[src/design/tbc_pkg.sv]
package tbc_pkg;

    localparam int WORD_WIDTH_DEF  = 32;
    localparam int BLOCK_WIDTH_DEF = 16;

    localparam logic [1:0] ERR_OK   = 2'd0;
    localparam logic [1:0] ERR_FREQ = 2'd1;
    localparam logic [1:0] ERR_BLK  = 2'd2;

    localparam int PC_W = 5;
    typedef logic [PC_W-1:0] pc_t;

    localparam pc_t STEP_IDLE      = 5'd0;
    localparam pc_t STEP_CHECK     = 5'd1;
    localparam pc_t STEP_WAVE_GO   = 5'd2;
    localparam pc_t STEP_WAVE_WAIT = 5'd3;
    localparam pc_t STEP_WAVE_SET  = 5'd4;
    localparam pc_t STEP_GCD_TEST  = 5'd5;
    localparam pc_t STEP_GCD_GO    = 5'd6;
    localparam pc_t STEP_GCD_WAIT  = 5'd7;
    localparam pc_t STEP_GCD_SWAP  = 5'd8;
    localparam pc_t STEP_RED_GO    = 5'd9;
    localparam pc_t STEP_RED_WAIT  = 5'd10;
    localparam pc_t STEP_MUL_SET   = 5'd11;
    localparam pc_t STEP_MUL_LOOP  = 5'd12;
    localparam pc_t STEP_BLK_GO    = 5'd13;
    localparam pc_t STEP_BLK_WAIT  = 5'd14;
    localparam pc_t STEP_BLK_SET   = 5'd15;
    localparam pc_t STEP_UPDATE    = 5'd16;
    localparam pc_t STEP_EMIT      = 5'd17;
    localparam pc_t STEP_DONE      = 5'd18;

    typedef enum logic [3:0] {
        OP_NOP,
        OP_DIV_WAVE,
        OP_SET_WAVE,
        OP_DIV_XY,
        OP_STEP_EUCLID,
        OP_DIV_G,
        OP_SET_MUL,
        OP_MUL,
        OP_DIV_BLK,
        OP_SET_BLOCKS,
        OP_UPDATE,
        OP_EMIT
    } op_t;

    typedef enum logic [2:0] {
        COND_NONE,
        COND_ALWAYS,
        COND_NO_START,
        COND_ERR,
        COND_DIV_BUSY,
        COND_Y_ZERO,
        COND_MUL_MORE,
        COND_OUT_BUSY
    } cond_t;

    typedef struct packed {
        op_t   op;
        cond_t cond;
        pc_t   target;
    } uword_t;

    typedef struct packed {
        op_t  op;
        logic idle;
    } ctrl_t;

    typedef struct packed {
        logic start;
        logic err;
        logic div_busy;
        logic y_zero;
        logic mul_more;
        logic out_busy;
    } stat_t;

    function automatic uword_t ucode(pc_t pc);
        uword_t w;
        unique case (pc)
            STEP_IDLE:      w = '{OP_NOP,         COND_NO_START, STEP_IDLE};
            STEP_CHECK:     w = '{OP_NOP,         COND_ERR,      STEP_EMIT};
            STEP_WAVE_GO:   w = '{OP_DIV_WAVE,    COND_NONE,     STEP_IDLE};
            STEP_WAVE_WAIT: w = '{OP_NOP,         COND_DIV_BUSY, STEP_WAVE_WAIT};
            STEP_WAVE_SET:  w = '{OP_SET_WAVE,    COND_NONE,     STEP_IDLE};
            STEP_GCD_TEST:  w = '{OP_NOP,         COND_Y_ZERO,   STEP_RED_GO};
            STEP_GCD_GO:    w = '{OP_DIV_XY,      COND_NONE,     STEP_IDLE};
            STEP_GCD_WAIT:  w = '{OP_NOP,         COND_DIV_BUSY, STEP_GCD_WAIT};
            STEP_GCD_SWAP:  w = '{OP_STEP_EUCLID, COND_ALWAYS,   STEP_GCD_TEST};
            STEP_RED_GO:    w = '{OP_DIV_G,       COND_NONE,     STEP_IDLE};
            STEP_RED_WAIT:  w = '{OP_NOP,         COND_DIV_BUSY, STEP_RED_WAIT};
            STEP_MUL_SET:   w = '{OP_SET_MUL,     COND_NONE,     STEP_IDLE};
            STEP_MUL_LOOP:  w = '{OP_MUL,         COND_MUL_MORE, STEP_MUL_LOOP};
            STEP_BLK_GO:    w = '{OP_DIV_BLK,     COND_NONE,     STEP_IDLE};
            STEP_BLK_WAIT:  w = '{OP_NOP,         COND_DIV_BUSY, STEP_BLK_WAIT};
            STEP_BLK_SET:   w = '{OP_SET_BLOCKS,  COND_NONE,     STEP_IDLE};
            STEP_UPDATE:    w = '{OP_UPDATE,      COND_NONE,     STEP_IDLE};
            STEP_EMIT:      w = '{OP_EMIT,        COND_OUT_BUSY, STEP_EMIT};
            STEP_DONE:      w = '{OP_NOP,         COND_ALWAYS,   STEP_IDLE};
            default:        w = '{OP_NOP,         COND_ALWAYS,   STEP_IDLE};
        endcase
        return w;
    endfunction

endpackage

[src/design/tbc_chan_if.sv]
interface tbc_in_if #(
    parameter int WORD_WIDTH  = tbc_pkg::WORD_WIDTH_DEF,
    parameter int BLOCK_WIDTH = tbc_pkg::BLOCK_WIDTH_DEF
);
    logic                   valid;
    logic                   ready;
    logic [WORD_WIDTH-1:0]  freq_hz;
    logic [WORD_WIDTH-1:0]  samp_rate;
    logic [BLOCK_WIDTH-1:0] blk_size;

    modport source (output valid, freq_hz, samp_rate, blk_size, input ready);
    modport sink (input valid, freq_hz, samp_rate, blk_size, output ready);
endinterface

interface tbc_out_if #(
    parameter int WORD_WIDTH = tbc_pkg::WORD_WIDTH_DEF
);
    logic                  valid;
    logic                  ready;
    logic [WORD_WIDTH-1:0] wave_len;
    logic [WORD_WIDTH-1:0] total_count;
    logic [WORD_WIDTH-1:0] block_count;
    logic                  new_max;
    logic [1:0]            err_code;

    modport source (output valid, wave_len, total_count, block_count, new_max, err_code,
                    input ready);
    modport sink (input valid, wave_len, total_count, block_count, new_max, err_code,
                  output ready);
endinterface

[src/design/tbc_div.sv]
module tbc_div #(
    parameter int WIDTH = tbc_pkg::WORD_WIDTH_DEF
) (
    input  logic             clk,
    input  logic             rst_n,
    input  logic             start,
    input  logic [WIDTH-1:0] dividend,
    input  logic [WIDTH-1:0] divisor,
    output logic             busy,
    output logic [WIDTH-1:0] quot,
    output logic [WIDTH-1:0] rem
);
    localparam int CNT_W = $clog2(WIDTH + 1);

    logic [CNT_W-1:0] cnt_reg;
    logic [WIDTH-1:0] q_reg;
    logic [WIDTH-1:0] r_reg;
    logic [WIDTH-1:0] d_reg;
    logic [WIDTH:0]   r_shift;
    logic [WIDTH:0]   diff;

    assign r_shift = {r_reg, q_reg[WIDTH-1]};
    assign diff    = r_shift - {1'b0, d_reg};
    assign busy    = (cnt_reg != '0);
    assign quot    = q_reg;
    assign rem     = r_reg;

    always_ff @(posedge clk or negedge rst_n)
    begin
        if (!rst_n)
        begin
            cnt_reg <= '0;
        end
        else if (start)
        begin
            cnt_reg <= CNT_W'(WIDTH);
        end
        else if (busy)
        begin
            cnt_reg <= cnt_reg - 1'b1;
        end
    end

    always_ff @(posedge clk)
    begin
        if (start)
        begin
            q_reg <= dividend;
            r_reg <= '0;
            d_reg <= divisor;
        end
        else if (busy)
        begin
            if (!diff[WIDTH])
            begin
                r_reg <= diff[WIDTH-1:0];
                q_reg <= {q_reg[WIDTH-2:0], 1'b1};
            end
            else
            begin
                r_reg <= r_shift[WIDTH-1:0];
                q_reg <= {q_reg[WIDTH-2:0], 1'b0};
            end
        end
    end
endmodule

[src/design/tbc_seq.sv]
module tbc_seq (
    input  logic            clk,
    input  logic            rst_n,
    input  tbc_pkg::stat_t  stat,
    output tbc_pkg::ctrl_t  ctrl
);
    tbc_pkg::pc_t    pc_reg;
    tbc_pkg::pc_t    pc_next;
    tbc_pkg::uword_t word;
    logic            jump;

    assign word      = tbc_pkg::ucode(pc_reg);
    assign ctrl.op   = word.op;
    assign ctrl.idle = (pc_reg == tbc_pkg::STEP_IDLE);

    always_comb
    begin
        unique case (word.cond)
            tbc_pkg::COND_NONE:     jump = 1'b0;
            tbc_pkg::COND_ALWAYS:   jump = 1'b1;
            tbc_pkg::COND_NO_START: jump = !stat.start;
            tbc_pkg::COND_ERR:      jump = stat.err;
            tbc_pkg::COND_DIV_BUSY: jump = stat.div_busy;
            tbc_pkg::COND_Y_ZERO:   jump = stat.y_zero;
            tbc_pkg::COND_MUL_MORE: jump = stat.mul_more;
            tbc_pkg::COND_OUT_BUSY: jump = stat.out_busy;
            default:                jump = 1'b1;
        endcase
        pc_next = jump ? word.target : pc_reg + 1'b1;
    end

    always_ff @(posedge clk or negedge rst_n)
    begin
        if (!rst_n)
        begin
            pc_reg <= tbc_pkg::STEP_IDLE;
        end
        else
        begin
            pc_reg <= pc_next;
        end
    end

    a_pc_range: assert property (@(posedge clk) disable iff (!rst_n)
        pc_reg <= tbc_pkg::STEP_DONE)
        else $error("step counter out of program");

    a_wait_on_div: assert property (@(posedge clk) disable iff (!rst_n)
        (word.cond == tbc_pkg::COND_DIV_BUSY && stat.div_busy) |=> $stable(pc_reg))
        else $error("sequencer left a divide wait early");

    a_start_leaves_idle: assert property (@(posedge clk) disable iff (!rst_n)
        (ctrl.idle && stat.start) |=> (pc_reg == tbc_pkg::STEP_CHECK))
        else $error("accepted word did not start the program");
endmodule

[src/design/tone_block_count_lcm.sv]
// channel  dir  fields
// in_ch    in   freq_hz, samp_rate, blk_size
// out_ch   out  wave_len, total_count, block_count, new_max, err_code
//
// one word at a time; every divide goes through the shared one-bit-per-cycle divider
// (DW = larger of WORD_WIDTH and BLOCK_WIDTH), and the euclid loop runs one divide per
// iteration; a zero freq_hz or blk_size goes straight to the error output; the
// multiply runs one bit of blk_size per cycle
// rst_n clears the sequencer, the running maximum and the output valid
// in_ch.ready is high only while the sequencer sits at its idle step
// a held result waits in the output register while the next word is taken
module tone_block_count_lcm #(
    parameter int WORD_WIDTH  = tbc_pkg::WORD_WIDTH_DEF,
    parameter int BLOCK_WIDTH = tbc_pkg::BLOCK_WIDTH_DEF
) (
    input logic        clk,
    input logic        rst_n,
    tbc_in_if.sink     in_ch,
    tbc_out_if.source  out_ch
);
    localparam int DW = (WORD_WIDTH > BLOCK_WIDTH) ? WORD_WIDTH : BLOCK_WIDTH;

    tbc_pkg::ctrl_t ctrl;
    tbc_pkg::stat_t stat;

    logic                   in_fire;
    logic                   out_busy;
    logic                   emit_fire;
    logic                   total_gt;

    logic                   div_start;
    logic                   div_busy;
    logic [DW-1:0]          div_num;
    logic [DW-1:0]          div_den;
    logic [DW-1:0]          div_quot;
    logic [DW-1:0]          div_rem;

    logic [WORD_WIDTH-1:0]  freq_reg;
    logic [WORD_WIDTH-1:0]  rate_reg;
    logic [BLOCK_WIDTH-1:0] blk_reg;
    logic [1:0]             err_reg;
    logic [WORD_WIDTH-1:0]  wave_reg;
    logic [DW-1:0]          x_reg;
    logic [BLOCK_WIDTH-1:0] y_reg;
    logic [WORD_WIDTH-1:0]  mcand_reg;
    logic [BLOCK_WIDTH-1:0] mb_reg;
    logic [WORD_WIDTH-1:0]  total_reg;
    logic [WORD_WIDTH-1:0]  blocks_reg;
    logic                   flag_reg;

    logic [WORD_WIDTH-1:0]  best_total_reg;
    logic [WORD_WIDTH-1:0]  best_blocks_reg;
    logic [WORD_WIDTH-1:0]  best_rate_reg;

    logic                   out_valid_reg;
    logic [WORD_WIDTH-1:0]  out_wave_reg;
    logic [WORD_WIDTH-1:0]  out_total_reg;
    logic [WORD_WIDTH-1:0]  out_blocks_reg;
    logic                   out_max_reg;
    logic [1:0]             out_err_reg;

    assign in_ch.ready = ctrl.idle;
    assign in_fire     = in_ch.valid && in_ch.ready;
    assign out_busy    = out_valid_reg && !out_ch.ready;
    assign emit_fire   = (ctrl.op == tbc_pkg::OP_EMIT) && !out_busy;
    assign total_gt    = total_reg > best_total_reg;

    assign stat.start    = in_fire;
    assign stat.err      = (err_reg != tbc_pkg::ERR_OK);
    assign stat.div_busy = div_busy;
    assign stat.y_zero   = (y_reg == '0);
    assign stat.mul_more = (mb_reg[BLOCK_WIDTH-1:1] != '0);
    assign stat.out_busy = out_busy;

    assign out_ch.valid       = out_valid_reg;
    assign out_ch.wave_len    = out_wave_reg;
    assign out_ch.total_count = out_total_reg;
    assign out_ch.block_count = out_blocks_reg;
    assign out_ch.new_max     = out_max_reg;
    assign out_ch.err_code    = out_err_reg;

    tbc_seq u_seq (
        .clk   (clk),
        .rst_n (rst_n),
        .stat  (stat),
        .ctrl  (ctrl)
    );

    always_comb
    begin
        div_start = 1'b1;
        unique case (ctrl.op)
            tbc_pkg::OP_DIV_WAVE:
            begin
                div_num = DW'(rate_reg);
                div_den = DW'(freq_reg);
            end
            tbc_pkg::OP_DIV_XY:
            begin
                div_num = x_reg;
                div_den = DW'(y_reg);
            end
            tbc_pkg::OP_DIV_G:
            begin
                div_num = DW'(wave_reg);
                div_den = x_reg;
            end
            tbc_pkg::OP_DIV_BLK:
            begin
                div_num = DW'(total_reg);
                div_den = DW'(blk_reg);
            end
            default:
            begin
                div_start = 1'b0;
                div_num   = '0;
                div_den   = '0;
            end
        endcase
    end

    tbc_div #(
        .WIDTH (DW)
    ) u_div (
        .clk      (clk),
        .rst_n    (rst_n),
        .start    (div_start),
        .dividend (div_num),
        .divisor  (div_den),
        .busy     (div_busy),
        .quot     (div_quot),
        .rem      (div_rem)
    );

    always_ff @(posedge clk)
    begin
        if (in_fire)
        begin
            freq_reg <= in_ch.freq_hz;
            rate_reg <= in_ch.samp_rate;
            blk_reg  <= in_ch.blk_size;
            if (in_ch.freq_hz == '0)
            begin
                err_reg <= tbc_pkg::ERR_FREQ;
            end
            else if (in_ch.blk_size == '0)
            begin
                err_reg <= tbc_pkg::ERR_BLK;
            end
            else
            begin
                err_reg <= tbc_pkg::ERR_OK;
            end
        end
        unique case (ctrl.op)
            tbc_pkg::OP_SET_WAVE:
            begin
                wave_reg <= WORD_WIDTH'(div_quot);
                x_reg    <= div_quot;
                y_reg    <= blk_reg;
            end
            tbc_pkg::OP_STEP_EUCLID:
            begin
                x_reg <= DW'(y_reg);
                y_reg <= BLOCK_WIDTH'(div_rem);
            end
            tbc_pkg::OP_SET_MUL:
            begin
                mcand_reg <= WORD_WIDTH'(div_quot);
                total_reg <= '0;
                mb_reg    <= blk_reg;
            end
            tbc_pkg::OP_MUL:
            begin
                if (mb_reg[0])
                begin
                    total_reg <= total_reg + mcand_reg;
                end
                mcand_reg <= {mcand_reg[WORD_WIDTH-2:0], 1'b0};
                mb_reg    <= mb_reg >> 1;
            end
            tbc_pkg::OP_SET_BLOCKS:
            begin
                blocks_reg <= WORD_WIDTH'(div_quot);
            end
            tbc_pkg::OP_UPDATE:
            begin
                flag_reg <= total_gt;
            end
            tbc_pkg::OP_EMIT:
            begin
                if (!out_busy)
                begin
                    out_err_reg <= err_reg;
                    if (err_reg != tbc_pkg::ERR_OK)
                    begin
                        out_wave_reg   <= '0;
                        out_total_reg  <= '0;
                        out_blocks_reg <= '0;
                        out_max_reg    <= 1'b0;
                    end
                    else
                    begin
                        out_wave_reg   <= wave_reg;
                        out_total_reg  <= total_reg;
                        out_blocks_reg <= blocks_reg;
                        out_max_reg    <= flag_reg;
                    end
                end
            end
            default:
            begin
            end
        endcase
    end

    always_ff @(posedge clk or negedge rst_n)
    begin
        if (!rst_n)
        begin
            out_valid_reg   <= 1'b0;
            best_total_reg  <= '0;
            best_blocks_reg <= '0;
            best_rate_reg   <= '0;
        end
        else
        begin
            if (emit_fire)
            begin
                out_valid_reg <= 1'b1;
            end
            else if (out_ch.ready)
            begin
                out_valid_reg <= 1'b0;
            end
            if ((ctrl.op == tbc_pkg::OP_UPDATE) && total_gt)
            begin
                best_total_reg  <= total_reg;
                best_blocks_reg <= blocks_reg;
                best_rate_reg   <= rate_reg;
            end
        end
    end

    // best_blocks and best_rate are kept as state alongside the maximum
    a_best_monotonic: assert property (@(posedge clk) disable iff (!rst_n)
        1'b1 |=> (best_total_reg >= $past(best_total_reg)))
        else $error("running maximum decreased");

    a_best_tracks: assert property (@(posedge clk) disable iff (!rst_n)
        ((ctrl.op == tbc_pkg::OP_UPDATE) && total_gt) |=>
            (best_total_reg == $past(total_reg)) && (best_blocks_reg == $past(blocks_reg))
            && (best_rate_reg == $past(rate_reg)))
        else $error("new maximum not stored");

    a_err_zero: assert property (@(posedge clk) disable iff (!rst_n)
        (out_valid_reg && (out_err_reg != tbc_pkg::ERR_OK)) |->
            (out_total_reg == '0) && (out_wave_reg == '0) && !out_max_reg)
        else $error("error word carries nonzero results");

    a_idle_div: assert property (@(posedge clk) disable iff (!rst_n)
        ctrl.idle |-> !div_busy)
        else $error("divider busy while idle");
endmodule
[src/flat_wrapper.sv]
// flat-port wrapper written by rule: the top's interface ports become plain ports
module tone_block_count_lcm_flat 
#(
    parameter int WORD_WIDTH  = tbc_pkg::WORD_WIDTH_DEF,
    parameter int BLOCK_WIDTH = tbc_pkg::BLOCK_WIDTH_DEF
)
  (clk, rst_n, in_ch_valid, in_ch_freq_hz, in_ch_samp_rate, in_ch_blk_size, in_ch_ready, out_ch_valid, out_ch_wave_len, out_ch_total_count, out_ch_block_count, out_ch_new_max, out_ch_err_code, out_ch_ready);
  tbc_in_if #(.WORD_WIDTH(WORD_WIDTH), .BLOCK_WIDTH(BLOCK_WIDTH)) in_ch_i ();
  tbc_out_if #(.WORD_WIDTH(WORD_WIDTH)) out_ch_i ();
  input logic clk;
  input logic rst_n;
  input wire logic [$bits(in_ch_i.valid)-1:0] in_ch_valid;
  input wire logic [$bits(in_ch_i.freq_hz)-1:0] in_ch_freq_hz;
  input wire logic [$bits(in_ch_i.samp_rate)-1:0] in_ch_samp_rate;
  input wire logic [$bits(in_ch_i.blk_size)-1:0] in_ch_blk_size;
  output wire logic [$bits(in_ch_i.ready)-1:0] in_ch_ready;
  output wire logic [$bits(out_ch_i.valid)-1:0] out_ch_valid;
  output wire logic [$bits(out_ch_i.wave_len)-1:0] out_ch_wave_len;
  output wire logic [$bits(out_ch_i.total_count)-1:0] out_ch_total_count;
  output wire logic [$bits(out_ch_i.block_count)-1:0] out_ch_block_count;
  output wire logic [$bits(out_ch_i.new_max)-1:0] out_ch_new_max;
  output wire logic [$bits(out_ch_i.err_code)-1:0] out_ch_err_code;
  input wire logic [$bits(out_ch_i.ready)-1:0] out_ch_ready;
  assign in_ch_i.valid = in_ch_valid;
  assign in_ch_i.freq_hz = in_ch_freq_hz;
  assign in_ch_i.samp_rate = in_ch_samp_rate;
  assign in_ch_i.blk_size = in_ch_blk_size;
  assign in_ch_ready = in_ch_i.ready;
  assign out_ch_valid = out_ch_i.valid;
  assign out_ch_wave_len = out_ch_i.wave_len;
  assign out_ch_total_count = out_ch_i.total_count;
  assign out_ch_block_count = out_ch_i.block_count;
  assign out_ch_new_max = out_ch_i.new_max;
  assign out_ch_err_code = out_ch_i.err_code;
  assign out_ch_i.ready = out_ch_ready;
  tone_block_count_lcm #(.WORD_WIDTH(WORD_WIDTH), .BLOCK_WIDTH(BLOCK_WIDTH)) u_core (.clk(clk), .rst_n(rst_n), .in_ch(in_ch_i), .out_ch(out_ch_i));
endmodule
[config.mk]
export PLATFORM = sky130hd
export DESIGN_NAME = tone_block_count_lcm_flat
export DESIGN_NICKNAME = d
export VERILOG_FILES = /design/src/design/tbc_pkg.sv /design/src/design/tbc_chan_if.sv /design/src/design/tbc_div.sv /design/src/design/tbc_seq.sv /design/src/design/tone_block_count_lcm.sv /design/src/flat_wrapper.sv
export SDC_FILE = /design/constraint.sdc
export NUM_CORES = 1
export LEC_CHECK = 0
export BUFFER_PORTS_ARGS = -buffer_cell sky130_fd_sc_hd__buf_2
export CORE_ASPECT_RATIO = 1.4
export CORE_UTILIZATION = 25
export DETAILED_ROUTE_END_ITERATION = 10
export SYNTH_ARGS = -nofsm -noshare
export SYNTH_HDL_FRONTEND = slang
export SYNTH_SLANG_ARGS = --single-unit
[constraint.sdc]
create_clock -name clk -period 20 [get_ports clk]
set_clock_uncertainty 0.1 [all_clocks]
set_input_delay 1 -clock clk [delete_from_list [all_inputs] [get_ports clk]]
set_output_delay 1 -clock clk [all_outputs]
set_load 0.05 [all_outputs]
After elaboration in Yosys (flattened, before gate mapping)

Memory sizes are Yosys's and may differ from the RTL's.
Cells that the tools add are included.

Input bits: 84
Bits in read-only memories: 384
Memories kept: 1
Bits in registers: 514
Logic and storage cells: 92

Reduce and logical (&&, ||, !) cells: 22
Magnitude comparators: 1
Bitwise gates (word level): 1
Equality and inequality tests: 19
Mux-type cells: 20
Add/sub/neg operators: 4

Memories:

| name            | depth | width | read ports | clocked after Yosys merged registers in | wr ports | RTL line      | RTL |
|---|---|---|---|---|---|---|---|
| (no name shown) | 32    | 12    | 1          | 0                                       | 0        | tbc_pkg.sv:81 | `unique case (pc)` |

Operators with widths:

| cell                                                               | count |
|---|---|
| 32-bit case mux with 4 select lines                                | 2 |
| 32-bit case mux with 2 select lines                                | 3 |
| 32-bit 2-to-1 mux                                                  | 4 |
| 16-bit case mux with 2 select lines                                | 2 |
| 33-bit by 32-bit subtractor with 33-bit output                     | 1 |
| 32-bit adder                                                       | 1 |
| 32-bit greater-than comparator                                     | 1 |
| 16-bit zero test                                                   | 2 |
| 32-bit zero test                                                   | 1 |
| 4-bit by 3-bit == test with 1-bit output, second input constant    | 4 |
| 4-bit == test, second input constant                               | 4 |
| 15-bit nonzero test                                                | 1 |
| 3-bit == test, second input constant                               | 4 |
| 6-bit 2-to-1 mux                                                   | 2 |
| 2-bit nonzero test                                                 | 5 |
| 4-bit by 2-bit == test with 1-bit output, second input constant    | 2 |
| 1-bit case mux with 8 select lines                                 | 1 |
| 3-bit by 2-bit == test with 1-bit output, second input constant    | 2 |
| 6-bit nonzero test                                                 | 1 |
| 6-bit by 1-bit subtractor with 6-bit output, second input constant | 1 |
| 5-bit by 1-bit adder with 5-bit output, second input constant      | 1 |
| 5-bit zero test                                                    | 1 |
| 5-bit 2-to-1 mux                                                   | 1 |
| 4-bit by 1-bit == test with 1-bit output, second input constant    | 1 |
| 10 further kinds                                                   | 19 |

Depth between registers and ports, before layout

Gate-level depths: netlist of the first run.

Depth after elaboration: 5
Gate-level depth with buffers: 14

Cells and area by module

Synthesis of the first run repeated with hierarchy kept, for this count alone.

Cells, all modules: 2071
Area, all modules: 24855.1 um^2

Modules (own cells, without submodules):

| module               | area each (um^2) | instances | cells an instance |
|---|---|---|---|
| tone_block_count_lcm | 18273.8          | 1         | 1394 |
| tbc_div              | 5889.4           | 1         | 592 |
| tbc_seq              | 691.9            | 1         | 85 |

Least setup slack after synthesis of the first run

No wires, ideal clock.

Path kind: flip-flop to flip-flop
From: reg u_core.u_seq.pc_reg[0]
To: reg u_core.out_blocks_reg[0], in the netlist u_core.out_ch.block_count[0], enable pin
Period minus slack after synthesis: 6.853 ns
Arrival time: 6.184 ns
Cell stages (with the launch flop): 10
Buffers on the path: 1
Data required time: 19.331 ns
Slack: 13.147 ns
Path through: dfrtp_1 -> buf_2 -> inv_1 -> ha_1 -> and2_1 -> o21ai_0 -> a21oi_1 -> nor2_1 -> or3_1 -> nor2b_1

Cells in the longest elaborated chain, start to end: 3

Ends and longest elaborated chain:

| item                                 | RTL line                    | RTL |
|---|---|---|
| start: declaration                   | tbc_seq.sv:7                | `tbc_pkg::pc_t pc_reg;` |
| start signal: assignment             | tbc_seq.sv:36               | `pc_reg <= tbc_pkg::STEP_IDLE;` |
| start signal: assignment             | tbc_seq.sv:40               | `pc_reg <= pc_next;` |
| memory 32 x 12 bit                   | -                           |  |
| 4-bit == test                        | tone_block_count_lcm.sv:155 | `unique case (ctrl.op)` |
| 2-bit AND reduction (no source line) | -                           |  |
| end signal: assignment               | tone_block_count_lcm.sv:206 | `out_blocks_reg <= blocks_reg;` |
| end: declaration                     | tone_block_count_lcm.sv:58  | `logic [WORD_WIDTH-1:0] out_blocks_reg;` |

No other way between the ends.
A chain may end at the register's enable or synchronous reset.

Worst setup path in the final report of the first run

From: reg u_core.u_seq.pc_reg[0]
To: reg u_core.out_wave_reg[27], in the netlist u_core.out_ch.wave_len[27], enable pin

Cells in the longest elaborated chain, start to end: 3

Ends and longest elaborated chain:

| item                                 | RTL line                    | RTL |
|---|---|---|
| memory 32 x 12 bit                   | -                           |  |
| 4-bit == test                        | tone_block_count_lcm.sv:155 |  |
| 2-bit AND reduction (no source line) | -                           |  |
| end signal: assignment               | tone_block_count_lcm.sv:204 | `out_wave_reg <= wave_reg;` |
| end: declaration                     | tone_block_count_lcm.sv:56  | `logic [WORD_WIDTH-1:0] out_wave_reg;` |

No other way between the ends.

==> results of run 1 <==
## area by class of cell
| class | count | share of cell area (%) |
|---|---|---|
| sequential | 514 | 52.1 |
| multi-input combinational | 1232 | 31.4 |
| tap | 1301 | 5.69 |
| inverter | 89 | 1.17 |
| clock buffer | 74 | 5.06 |
| timing repair buffer | 209 | 3.88 |
| antenna | 1 | 0.00875 |
| clock inverter | 23 | 0.731 |
## cells in the mapped netlist, types with 10 or more instances
master	count	area, um^2
and3_1	13	81.3
nand2_1	136	510
xnor2_1	29	254
a211oi_1	10	75.1
nand4_1	24	150
o21a_1	19	143
dfrtp_1	44	1100
edfxtp_1	438	13200
inv_1	87	327
clkbuf_1	60	225
buf_2	16	80.1
mux2_2	105	1180
a22oi_1	96	721
a21o_1	46	345
ha_1	104	1300
dfxtp_1	32	641
mux2i_1	14	140
o21ai_0	44	220
a21oi_1	65	325
nor2b_1	14	87.6
nor3_1	22	110
xor2_1	23	201
nor4_1	22	138
a311oi_1	13	114
nand3_1	61	305
and2_1	119	744
nor2_1	83	312
a22o_1	18	158
a31oi_1	22	138
## kinds of logic (layout without fill, tap and decap cells)
family	count (synthesis)	count (layout)	share of synthesized area [%]
AO/OA/AOI/OAI	409	409	11.9
XOR/XNOR	52	52	1.86
adder cells (fa/ha/maj)	106	106	5.48
buffers and inverters	177	395	2.90
flip-flops	514	514	60.8
multiplexers	122	122	5.54
other	0	1	0
AND/OR/NAND/NOR	543	543	11.5
## critical path, cell delays in order (launching register included)
cell	delay (ns)
dfrtp_1	0.52
inv_1	0.17
ha_1	0.20
and2_1	0.16
o21ai_0	0.10
a21oi_1	0.36
nor2_1	0.28
or3_1	0.47
nor2b_4	0.85
buf_4	0.79
## layout by cell type (no fill, tap or decap), types with 60 or more instances in the layout
master | synthesis | layout
ha_1 | 104 | 104
and2_1 | 119 | 118
nand3_1 | 61 | 60
edfxtp_1 | 438 | 438
nor2_1 | 83 | 80
nand2_1 | 136 | 135
inv_1 | 87 | 86
a22oi_1 | 96 | 96
mux2_2 | 105 | 105
buf_2 | 16 | 184
a21oi_1 | 65 | 65
## stage by stage
| stage | worst slack, ns | utilization [%] | std cells | hold slack, ns |
|---|---|---|---|---|
| global placement | 15.49 | 27.8 | 3345 | 0.369 |
| finish | 15.49 | 29.5 | 3443 | 0.392 |
| global route | 15.19 | 29.5 | 3442 | 0.416 |
| floorplan | 13.15 | - | 1923 | 0.350 |
| detailed placement | 15.49 | 27.8 | 3345 | 0.380 |
| CTS | 15.47 | 29.5 | 3442 | 0.392 |
## power by group through the flow
stage | Clock [W] | Combinational [W] | Sequential, W
floorplan | 0 | 0.00116 | 0.00175
global placement | 0 | 0.00153 | 0.00185
detailed placement | 0 | 0.00156 | 0.00186
CTS | 0.000995 | 0.00157 | 0.00184
global route | 0.00103 | 0.00172 | 0.00187
finish | 0.000973 | 0.00156 | 0.00184
## metal layers
| layer | track usage [%] | wire length (um) | vias to the layer above |
|---|---|---|---|
| met5 | 0 | 44 | - |
| met4 | 4.37 | 1980 | 8 |
| met3 | 2.31 | 3780 | 104 |
| met2 | 26.0 | 37600 | 474 |
| met1 | 18.8 | 31600 | 8302 |
| li1 | - | - | 7613 |
## worst paths after layout
| kind | startpoint | endpoint | cells past startpoint |
|---|---|---|---|
| worst max-delay path | u_core.u_seq.pc_reg[0]$_DFFE_PN0P_ | u_core.out_ch.wave_len[27]$_SDFFCE_PP0P_ | 9 |
| worst min-delay path | u_core.best_total_reg[12]$_DFFE_PN0P_ | u_core.best_total_reg[12]$_DFFE_PN0P_ | 1 |
| worst max register to register | u_core.u_seq.pc_reg[0]$_DFFE_PN0P_ | u_core.out_ch.wave_len[27]$_SDFFCE_PP0P_ | 9 |
| worst min register to register | u_core.best_total_reg[12]$_DFFE_PN0P_ | u_core.best_total_reg[12]$_DFFE_PN0P_ | 1 |
| max in group asynchronous | rst_n | u_core.best_total_reg[5]$_DFFE_PN0P_ | 2 |
| min in group asynchronous | rst_n | u_core.u_div.cnt_reg[5]$_DFFE_PN0P_ | 2 |
==> impl_metrics.toml, run 1 <==
[worst_hold_path]
hp-class = "reg2reg"

[place]
gp_congestion = 0.853
placed_area_um2 = 26900
io_buffer_count = 184
dp_hpwl_mm = 54.1

[die]
initial_core_util_pct = 25.3
io_pins = 185
die_y_um = 372
die_area_um2 = 99200
rows = 135
core_um2 = 97000
dieWidth_um = 267

[layout]
layout-drive-gt1-share_pct = 19.9
ff_latch_area_um2 = 14900
areaGrowthSynthToFinish_pct = 16.8
fillerInstances = 10000
multi_input_area_um2 = 8970
nets = 2289
stdcell_area_um2 = 28600

[clock_network]
clock-root-buffer = "clkbuf_16"
clk_latency_ns = 0.62
ctsResizeCount = 0
numCtsBuffers = 53
cts_buffer_depth = 3
htreeDepth = 2
cts_tree = "done"
cts.clk_slew.worst_paths_ns = 0.06
hold_buffers = 0
cts_num_sinks = 514
post_cts_buffers = 0

[critical_path]
required_ns = 20.14
reg2reg_slack_ns = 15.49
start_kind = "flip-flop"
crit_fanout = 62
criticalPathCategory = "reg2reg"
cp.arrival_ns = 4.64
cp-end-kind = "flip-flop"

[detailed_routing]
ant_nets = 0
vias = 16500
drt_first_iter_violations = 1350
wire_per_inst_um = 21.8
routed_wl_mm = 74.9
drc = 0
firstDrtPassIters = 5
viasPerCell = 4.79

[timing]
worst_pin_slew_ns = 1.20
finalCriticalPeriod_ns = 4.51
setup_tns_ns = 0
setup_viol = 0
rsz0062_at_grt = "no"
finalCritPeriodShare_pct = 22.5
slew_headroom_pct = 19.6
max_freq_mhz = 222
drv_slew = 0
hold_viol = 0

[synth]
synthesis.area_um2 = 24500
syn_avg_cell_area_um2 = 12.7
yosys_most_used_dff = "edfxtp_1"
syn_nets = 2113
synth-edff-count = 438
ys_warn_count = 0
synth-seq-area-share_pct = 60.8
ys_types = 87
ys_ff_latch = 514
synthCells = 1923
async_reset_ff_share_pct = 8.56

[run]
maxCapViolCount = 0

[global_route]
grt_util_all_layers_pct = 14.9
grt_pass1_vias = 16400
grt_max_degree = 96
grt_overflow = 0
grt_antenna_before_repair = 13
grt_pass1_wl_mm = 109

[power]
power.leakage_nw = 10.6
p_per_area_nw_per_um2 = 153
p_int_w = 0.00273
seq_power_share_pct = 42.1
finalPower_w = 0.00437
clockPowerShare_pct = 22.3
swShare_pct = 37.6
pwr-share-comb_pct = 35.7
p_switching_w = 0.00164
peakVddDrop_uv = 139

[run_status]
status = "complete, no violations"
No activity file was read; power rests on OpenSTA's default activity.
==> inputs of run 2 (changes only) <==
--- a/config.mk
+++ b/config.mk
@@ -5,6 +5,7 @@
 export SDC_FILE = /design/constraint.sdc
 export NUM_CORES = 1
 export LEC_CHECK = 0
+export ABC_AREA = 1
 export BUFFER_PORTS_ARGS = -buffer_cell sky130_fd_sc_hd__buf_2
 export CORE_ASPECT_RATIO = 1.4
 export CORE_UTILIZATION = 25
==> constraint.sdc (replaced) <==
create_clock -name clk -period 4.5 [get_ports clk]
set_clock_uncertainty 0.1 [all_clocks]
set_input_delay 0.225 -clock clk [delete_from_list [all_inputs] [get_ports clk]]
set_output_delay 0.225 -clock clk [all_outputs]
set_load 0.05 [all_outputs]
==> run 2 against run 1 <==
Hold slack worse by 0.17 ns. Sequential cell count stayed put. Synthesized area is 8.9% higher. Critical endpoint is now u_core.u_div.rem[31]$_SDFFE_PN0P_. Largest cell class unchanged. Sequential share of layout area is 5.1 points lower. Cell count is 35% higher. Clock power grew to 4.7 times the previous value. Total power grew to 5.0 times the previous value. Synthesized cell count is 56% higher. Non-clock buffer count is 85 higher. Critical path type unchanged.
==> impl_metrics.toml, run 2 <==
[clock_network]
ctsResizeCount = 0
cts_tree = "done"
clk_latency_ns = 0.61
cts.clk_slew.worst_paths_ns = 0.07
cts_buffer_depth = 3
htreeDepth = 2
clock-root-buffer = "clkbuf_16"
cts_num_sinks = 514
numCtsBuffers = 52
post_cts_buffers = 0

[die]
die_y_um = 388
rows = 141
core_um2 = 106000
die_area_um2 = 108000
initial_core_util_pct = 25.2
dieWidth_um = 278
io_pins = 185

[synth]
synth_top_area_share_pct = 49.3
synth-seq-area-share_pct = 55.9
yosys_most_used_dff = "edfxtp_1"
synth_top_area_cell = "edfxtp_1"
async_reset_ff_share_pct = 8.56
synthesis.area_um2 = 26700
synthMostInstantiatedCell = "nand2_1"
ys_top_cells_by_area = "edfxtp_1 49%, nand2_1 10%, inv_1 7.8%"
ys_warn_count = 0
synth_common_cells = "738 x nand2_1, 555 x inv_1, 438 x edfxtp_1, 344 x nor2_1, 142 x nand3_1"
synth-edff-count = 438
synthCells = 2999
syn_nets = 3189
syn_avg_cell_area_um2 = 8.89
ys_types = 46
ys_ff_latch = 514

[place]
gp_congestion = 0.943
io_buffer_count = 184
dp_hpwl_mm = 67.0

[detailed_routing]
wire_per_inst_um = 19.3
vias = 21200
viasPerCell = 4.56
drc = 0
routed_wl_mm = 89.7
firstDrtPassIters = 6
drt_first_iter_violations = 1705
ant_nets = 0

[critical_path]
criticalPathCategory = "reg2reg"
rr_startpoint = "u_core.u_div.quot[31]$_DFFE_PP_"
reg2reg_slack_ns = 1.13
cp-startpoint = "u_core.u_div.quot[31]$_DFFE_PP_"
endpoint = "u_core.u_div.rem[31]$_SDFFE_PN0P_"
crit_path_top_delay_cell = "edfxtp_1"
critPathBufInv = 3
start_kind = "flip-flop"
critPathTopFamily = "simple AND/OR/NAND/NOR gates"
cpMostUsedCell = "nand2_1"
r2r_end = "u_core.u_div.rem[31]$_SDFFE_PN0P_"
max_stage_delay_ns = 0.46
crit_fanout = 18
cp.depth = 18
ff2ff_path_depth = 18
required_ns = 4.90
cp.arrival_ns = 3.77
crit_chain = "inv_1 -> ha_1 -> fa_1 -> inv_1 -> nand3_1 -> nand2_1 -> nand2_1 -> nand2_1 -> nand2_1 -> nand2_1 -> nand2_1 -> nand2_1 -> nand2_1 -> buf_4 -> nand3_1 -> nand2_1 -> nor2_1 -> nor2_1"
cp-end-kind = "flip-flop"

[worst_hold_path]
whs_path_depth = 2
hp-class = "in2reg"

[timing]
slew_headroom_pct = 34.7
drv_slew = 0
setup_tns_ns = 0
hold_viol = 0
max_freq_mhz = 297
rsz0062_at_grt = "no"
finalCriticalPeriod_ns = 3.37
worst_pin_slew_ns = 0.980
setup_viol = 0
finalCritPeriodShare_pct = 74.9

[global_route]
grt_antenna_before_repair = 7
grt_pass1_vias = 20700
grt_overflow = 0
grt_max_degree = 83
grt_util_all_layers_pct = 16.3
grt_pass1_wl_mm = 132

[layout]
nets = 3442
final_common_cell = "nand2_1"
layout-drive-gt1-share_pct = 10.5
fin_util_pct = 30.0
final_cell_mix = "737 x nand2_1, 554 x inv_1, 438 x edfxtp_1, 340 x nor2_1, 184 x buf_2"
areaGrowthSynthToFinish_pct = 18.9

[power]
power.leakage_nw = 14.5
p_per_area_nw_per_um2 = 684
peakVddDrop_uv = 617

[run]
maxCapViolCount = 0

[run_status]
status = "complete, no violations"
-- run 2: worst register-to-register path, stage by stage (launching register included) --
cell      delay, ns
edfxtp_1       0.46
inv_1          0.10
ha_1           0.23
fa_1           0.41
inv_1          0.12
nand3_1        0.07
nand2_1        0.18
nand2_1        0.07
nand2_1        0.13
nand2_1        0.09
nand2_1        0.09
nand2_1        0.10
nand2_1        0.10
nand2_1        0.32
buf_4          0.36
nand3_1        0.11
nand2_1        0.06
nor2_1         0.11
nor2_1         0.05
-- run 2: worst min path at each step --
stage                              startpoint                                   end
final                     in_ch_samp_rate[17]         u_core.rate_reg[17]$_DFFE_PN_
after global routing       in_ch_samp_rate[8]          u_core.rate_reg[8]$_DFFE_PN_
after CTS                  in_ch_samp_rate[8]          u_core.rate_reg[8]$_DFFE_PN_
after detailed placement                rst_n   u_core.u_div.cnt_reg[2]$_DFFE_PN0P_
after global placement                  rst_n   u_core.u_div.cnt_reg[2]$_DFFE_PN0P_
after floorplan                         rst_n  u_core.best_total_reg[0]$_DFFE_PN0P_
-- run 2: power by group --
group	switching, W	internal [W]	total, W
combinational	0.00657	0.00277	0.00934
sequential	0.000781	0.00698	0.00777
clock	0.00196	0.00263	0.00459
-- run 2: layer usage --
metal / part of all wire [%] / wire length, um / vias up / global-route usage, %
li1: - / - / 10300 / -
met1: 39 / 35300 / 10100 / 18.8
met2: 51 / 45500 / 642 / 29.4
met3: 5.4 / 4820 / 159 / 2.55
met4: 4.4 / 3970 / 12 / 7.17
met5: 0.089 / 80 / - / 0
-- run 2: kinds of logic (layout without fill, tap and decap cells) --
logic type               count (synthesis)  count (layout)  share of synthesized area, %
AND/OR/NAND/NOR                       1364            1364                          21.4
buffers and inverters                  655             950                          9.63
flip-flops                             514             514                          55.9
AO/OA/AOI/OAI                          339             339                          7.34
adder cells (fa/ha/maj)                106             106                          5.03
XOR/XNOR                                21              21                         0.690
other                                    0               1                             0
-- run 2: what timing repair did --
item                                    CTS  global route
hold endpoints to repair                127             0
hold buffers                             82             0
endpoints found under the setup margin    0             0
-- run 2: cell type report --
cell class / instances / area, um^2
Antenna cell: 1 / 2.50
Fill cell: 11000 / 74000
Tap cell: 1358 / 1700
Multi-Input combinational cell: 1830 / 9250
Inverter: 560 / 2100
Timing Repair Buffer: 294 / 2000
Clock inverter: 25 / 292
Sequential cell: 514 / 14900
Clock buffer: 71 / 1460
-- run 2: through the flow --
stage | hold slack, ns | cells | setup WS (ns) | total power, W | cell area, um^2
finish | 0.227 | 4653 | 1.13 | 0.0217 | 31700
global route | 0.234 | 4653 | 0.865 | 0.0231 | 31700
CTS | 0.201 | 4652 | 1.16 | 0.0217 | 31700
detailed placement | 0.292 | 4474 | 1.18 | 0.0171 | 29100
global placement | 0.286 | 4474 | 1.27 | 0.0170 | 29100
floorplan | -0.171 | 2999 | 0.242 | 0.0140 | 26700
==> inputs of run 3 (changes only) <==
==> constraint.sdc (replaced) <==
create_clock -name clk -period 3.39 [get_ports clk]
set_clock_uncertainty 0.1 [all_clocks]
set_input_delay 0.1695 -clock clk [delete_from_list [all_inputs] [get_ports clk]]
set_output_delay 0.1695 -clock clk [all_outputs]
set_load 0.05 [all_outputs]
==> run 3 against run 2 <==
Register-to-register slack worse by 0.81 ns. Highest routed layer is now met4. Global-route usage is 0.19 points higher. Combinational power is 33% higher. Final area is 0.60% higher.
==> impl_metrics.toml, run 3 (synthesis results as in run 2) <==
[run_status]
status = "complete, no violations"

[critical_path]
criticalPathCategory = "reg2reg"
cp.arrival_ns = 3.46
start_kind = "flip-flop"
required_ns = 3.79
cp-end-kind = "flip-flop"
crit_fanout = 7
ff2ff_path_depth = 17

[detailed_routing]
ant_nets = 0
routed_wl_mm = 90.1
viasPerCell = 4.53
firstDrtPassIters = 5
vias = 21100
wire_per_inst_um = 19.3
drc = 0
drt_first_iter_violations = 1517

[global_route]
grt_overflow = 0
use_met2_pct = 29.5
gr-usage-met3_pct = 2.10
grt_antenna_before_repair = 0
grt.busiest_layer = "met2"
met1_usage_pct = 18.7
grt_pass1_wl_mm = 133
grt_max_degree = 87
grt_util_all_layers_pct = 16.5
grt_pass1_vias = 21200

[clock_network]
cts_tree = "done"
clk_latency_ns = 0.63
cts.clk_slew.worst_paths_ns = 0.07
numCtsBuffers = 49
htreeDepth = 2
clock-root-buffer = "clkbuf_16"
ctsResizeCount = 0
cts_num_sinks = 514
cts_buffer_depth = 3

[layout]
final_cell_mix = "737 x nand2_1, 552 x inv_1, 438 x edfxtp_1, 339 x nor2_1, 184 x buf_2"
fillerInstances = 11100
ff_latch_area_um2 = 14900
nets = 3458
final_common_cell = "nand2_1"
layout-drive-gt1-share_pct = 10.8
multi_input_area_um2 = 9260
areaGrowthSynthToFinish_pct = 19.6

[worst_hold_path]
hp-class = "in2async"

[timing]
finalCritPeriodShare_pct = 90.5
fin_ws_ns = 0.323
max_freq_mhz = 326
drv_slew = 0
slew_headroom_pct = 24.7
hold_ws_ns = 0.102
hold_viol = 0
finalCriticalPeriod_ns = 3.07
rsz0062_at_grt = "no"
setup_viol = 0
worst_pin_slew_ns = 1.12

[die]
rows = 141
dieWidth_um = 278
initial_core_util_pct = 25.2
io_pins = 185
core_um2 = 106000
die_y_um = 388
die_area_um2 = 108000

[power]
peakVddDrop_uv = 725
power.leakage_nw = 14.6
finalPower_w = 0.0288
p_per_area_nw_per_um2 = 904

[place]
gp_congestion = 0.960
io_buffer_count = 184
dp_hpwl_mm = 68.2
place_ws_ns = 0.399

[run]
maxCapViolCount = 0
## run 3: what timing repair did
| item | 4_1_cts | 5_1_grt |
|---|---|---|
| hold buffers | 82 | 0 |
| hold endpoints to repair | 107 | 0 |
| setup buffers | 0 | 0 |
## run 3: power breakdown
| part | switching [W] | leakage [nW] | internal (W) |
|---|---|---|---|
| clock network | 0.00256 | 0.839 | 0.00348 |
| logic | 0.00861 | 8.76 | 0.00383 |
| registers | 0.00108 | 4.98 | 0.00927 |
## run 3: layer usage
layer  up-vias  routed length, um
li1      10300                  -
met1     10100              35500
met2       558              45500
met3       178               3710
met4         0               5440
met5         -                  0
## run 3: path summary, 6_finish.rpt
path | startpoint | slack (ns) | to
worst max-delay path | u_core.u_div.quot[31]$_DFFE_PP_ | 0.32 | u_core.u_div.rem[31]$_SDFFE_PN0P_
worst min-delay path | rst_n | 0.10 | u_core.out_ch.valid$_DFFE_PN0P_
worst max register to register | u_core.u_div.quot[31]$_DFFE_PP_ | 0.32 | u_core.u_div.rem[31]$_SDFFE_PN0P_
worst min register to register | u_core.best_total_reg[21]$_DFFE_PN0P_ | 0.37 | u_core.best_total_reg[21]$_DFFE_PN0P_
max in group asynchronous | rst_n | 2.26 | u_core.best_total_reg[13]$_DFFE_PN0P_
min in group clk | in_ch_samp_rate[11] | 0.16 | u_core.rate_reg[11]$_DFFE_PN_
## run 3: worst max-delay path: stages, from the launching register on
cell and delay, ns:
edfxtp_1 0.44, inv_1 0.10, ha_1 0.22, fa_1 0.42
inv_1 0.14, nand3_1 0.08, nand2_1 0.18, nand2_1 0.07
nand2_1 0.13, nand2_1 0.10, nand2_1 0.09, nand2_1 0.10
nand2_1 0.10, nand2_2 0.12, nand2_1 0.31, nor2_1 0.09
nor2_1 0.13, nor2_1 0.05
## run 3: area by class of cell
| class | instances | area share (%) |
|---|---|---|
| Timing Repair Buffer | 313 | 6.92 |
| Multi-Input combinational cell | 1830 | 29.0 |
| Sequential cell | 514 | 46.7 |
| Clock buffer | 58 | 4.01 |
| Inverter | 560 | 6.60 |
| Antenna cell | 1 | 0.00785 |
| Tap cell | 1358 | 5.33 |
| Clock inverter | 34 | 1.39 |
## run 3: per-stage QoR
| stage | util (%) | setup TNS (ns) | cell area, um^2 | instances |
|---|---|---|---|---|
| 6_report | 30.2 | 0 | 31900 | 4668 |
| 5_1_grt | 30.2 | 0 | 31900 | 4667 |
| 4_1_cts | 30.2 | 0 | 31900 | 4667 |
| 3_5_place_dp | 27.8 | 0 | 29300 | 4493 |
| 3_3_place_gp | 27.8 | 0 | 29300 | 4493 |
| 2_1_floorplan | - | -0.832 | 26700 | 2999 |
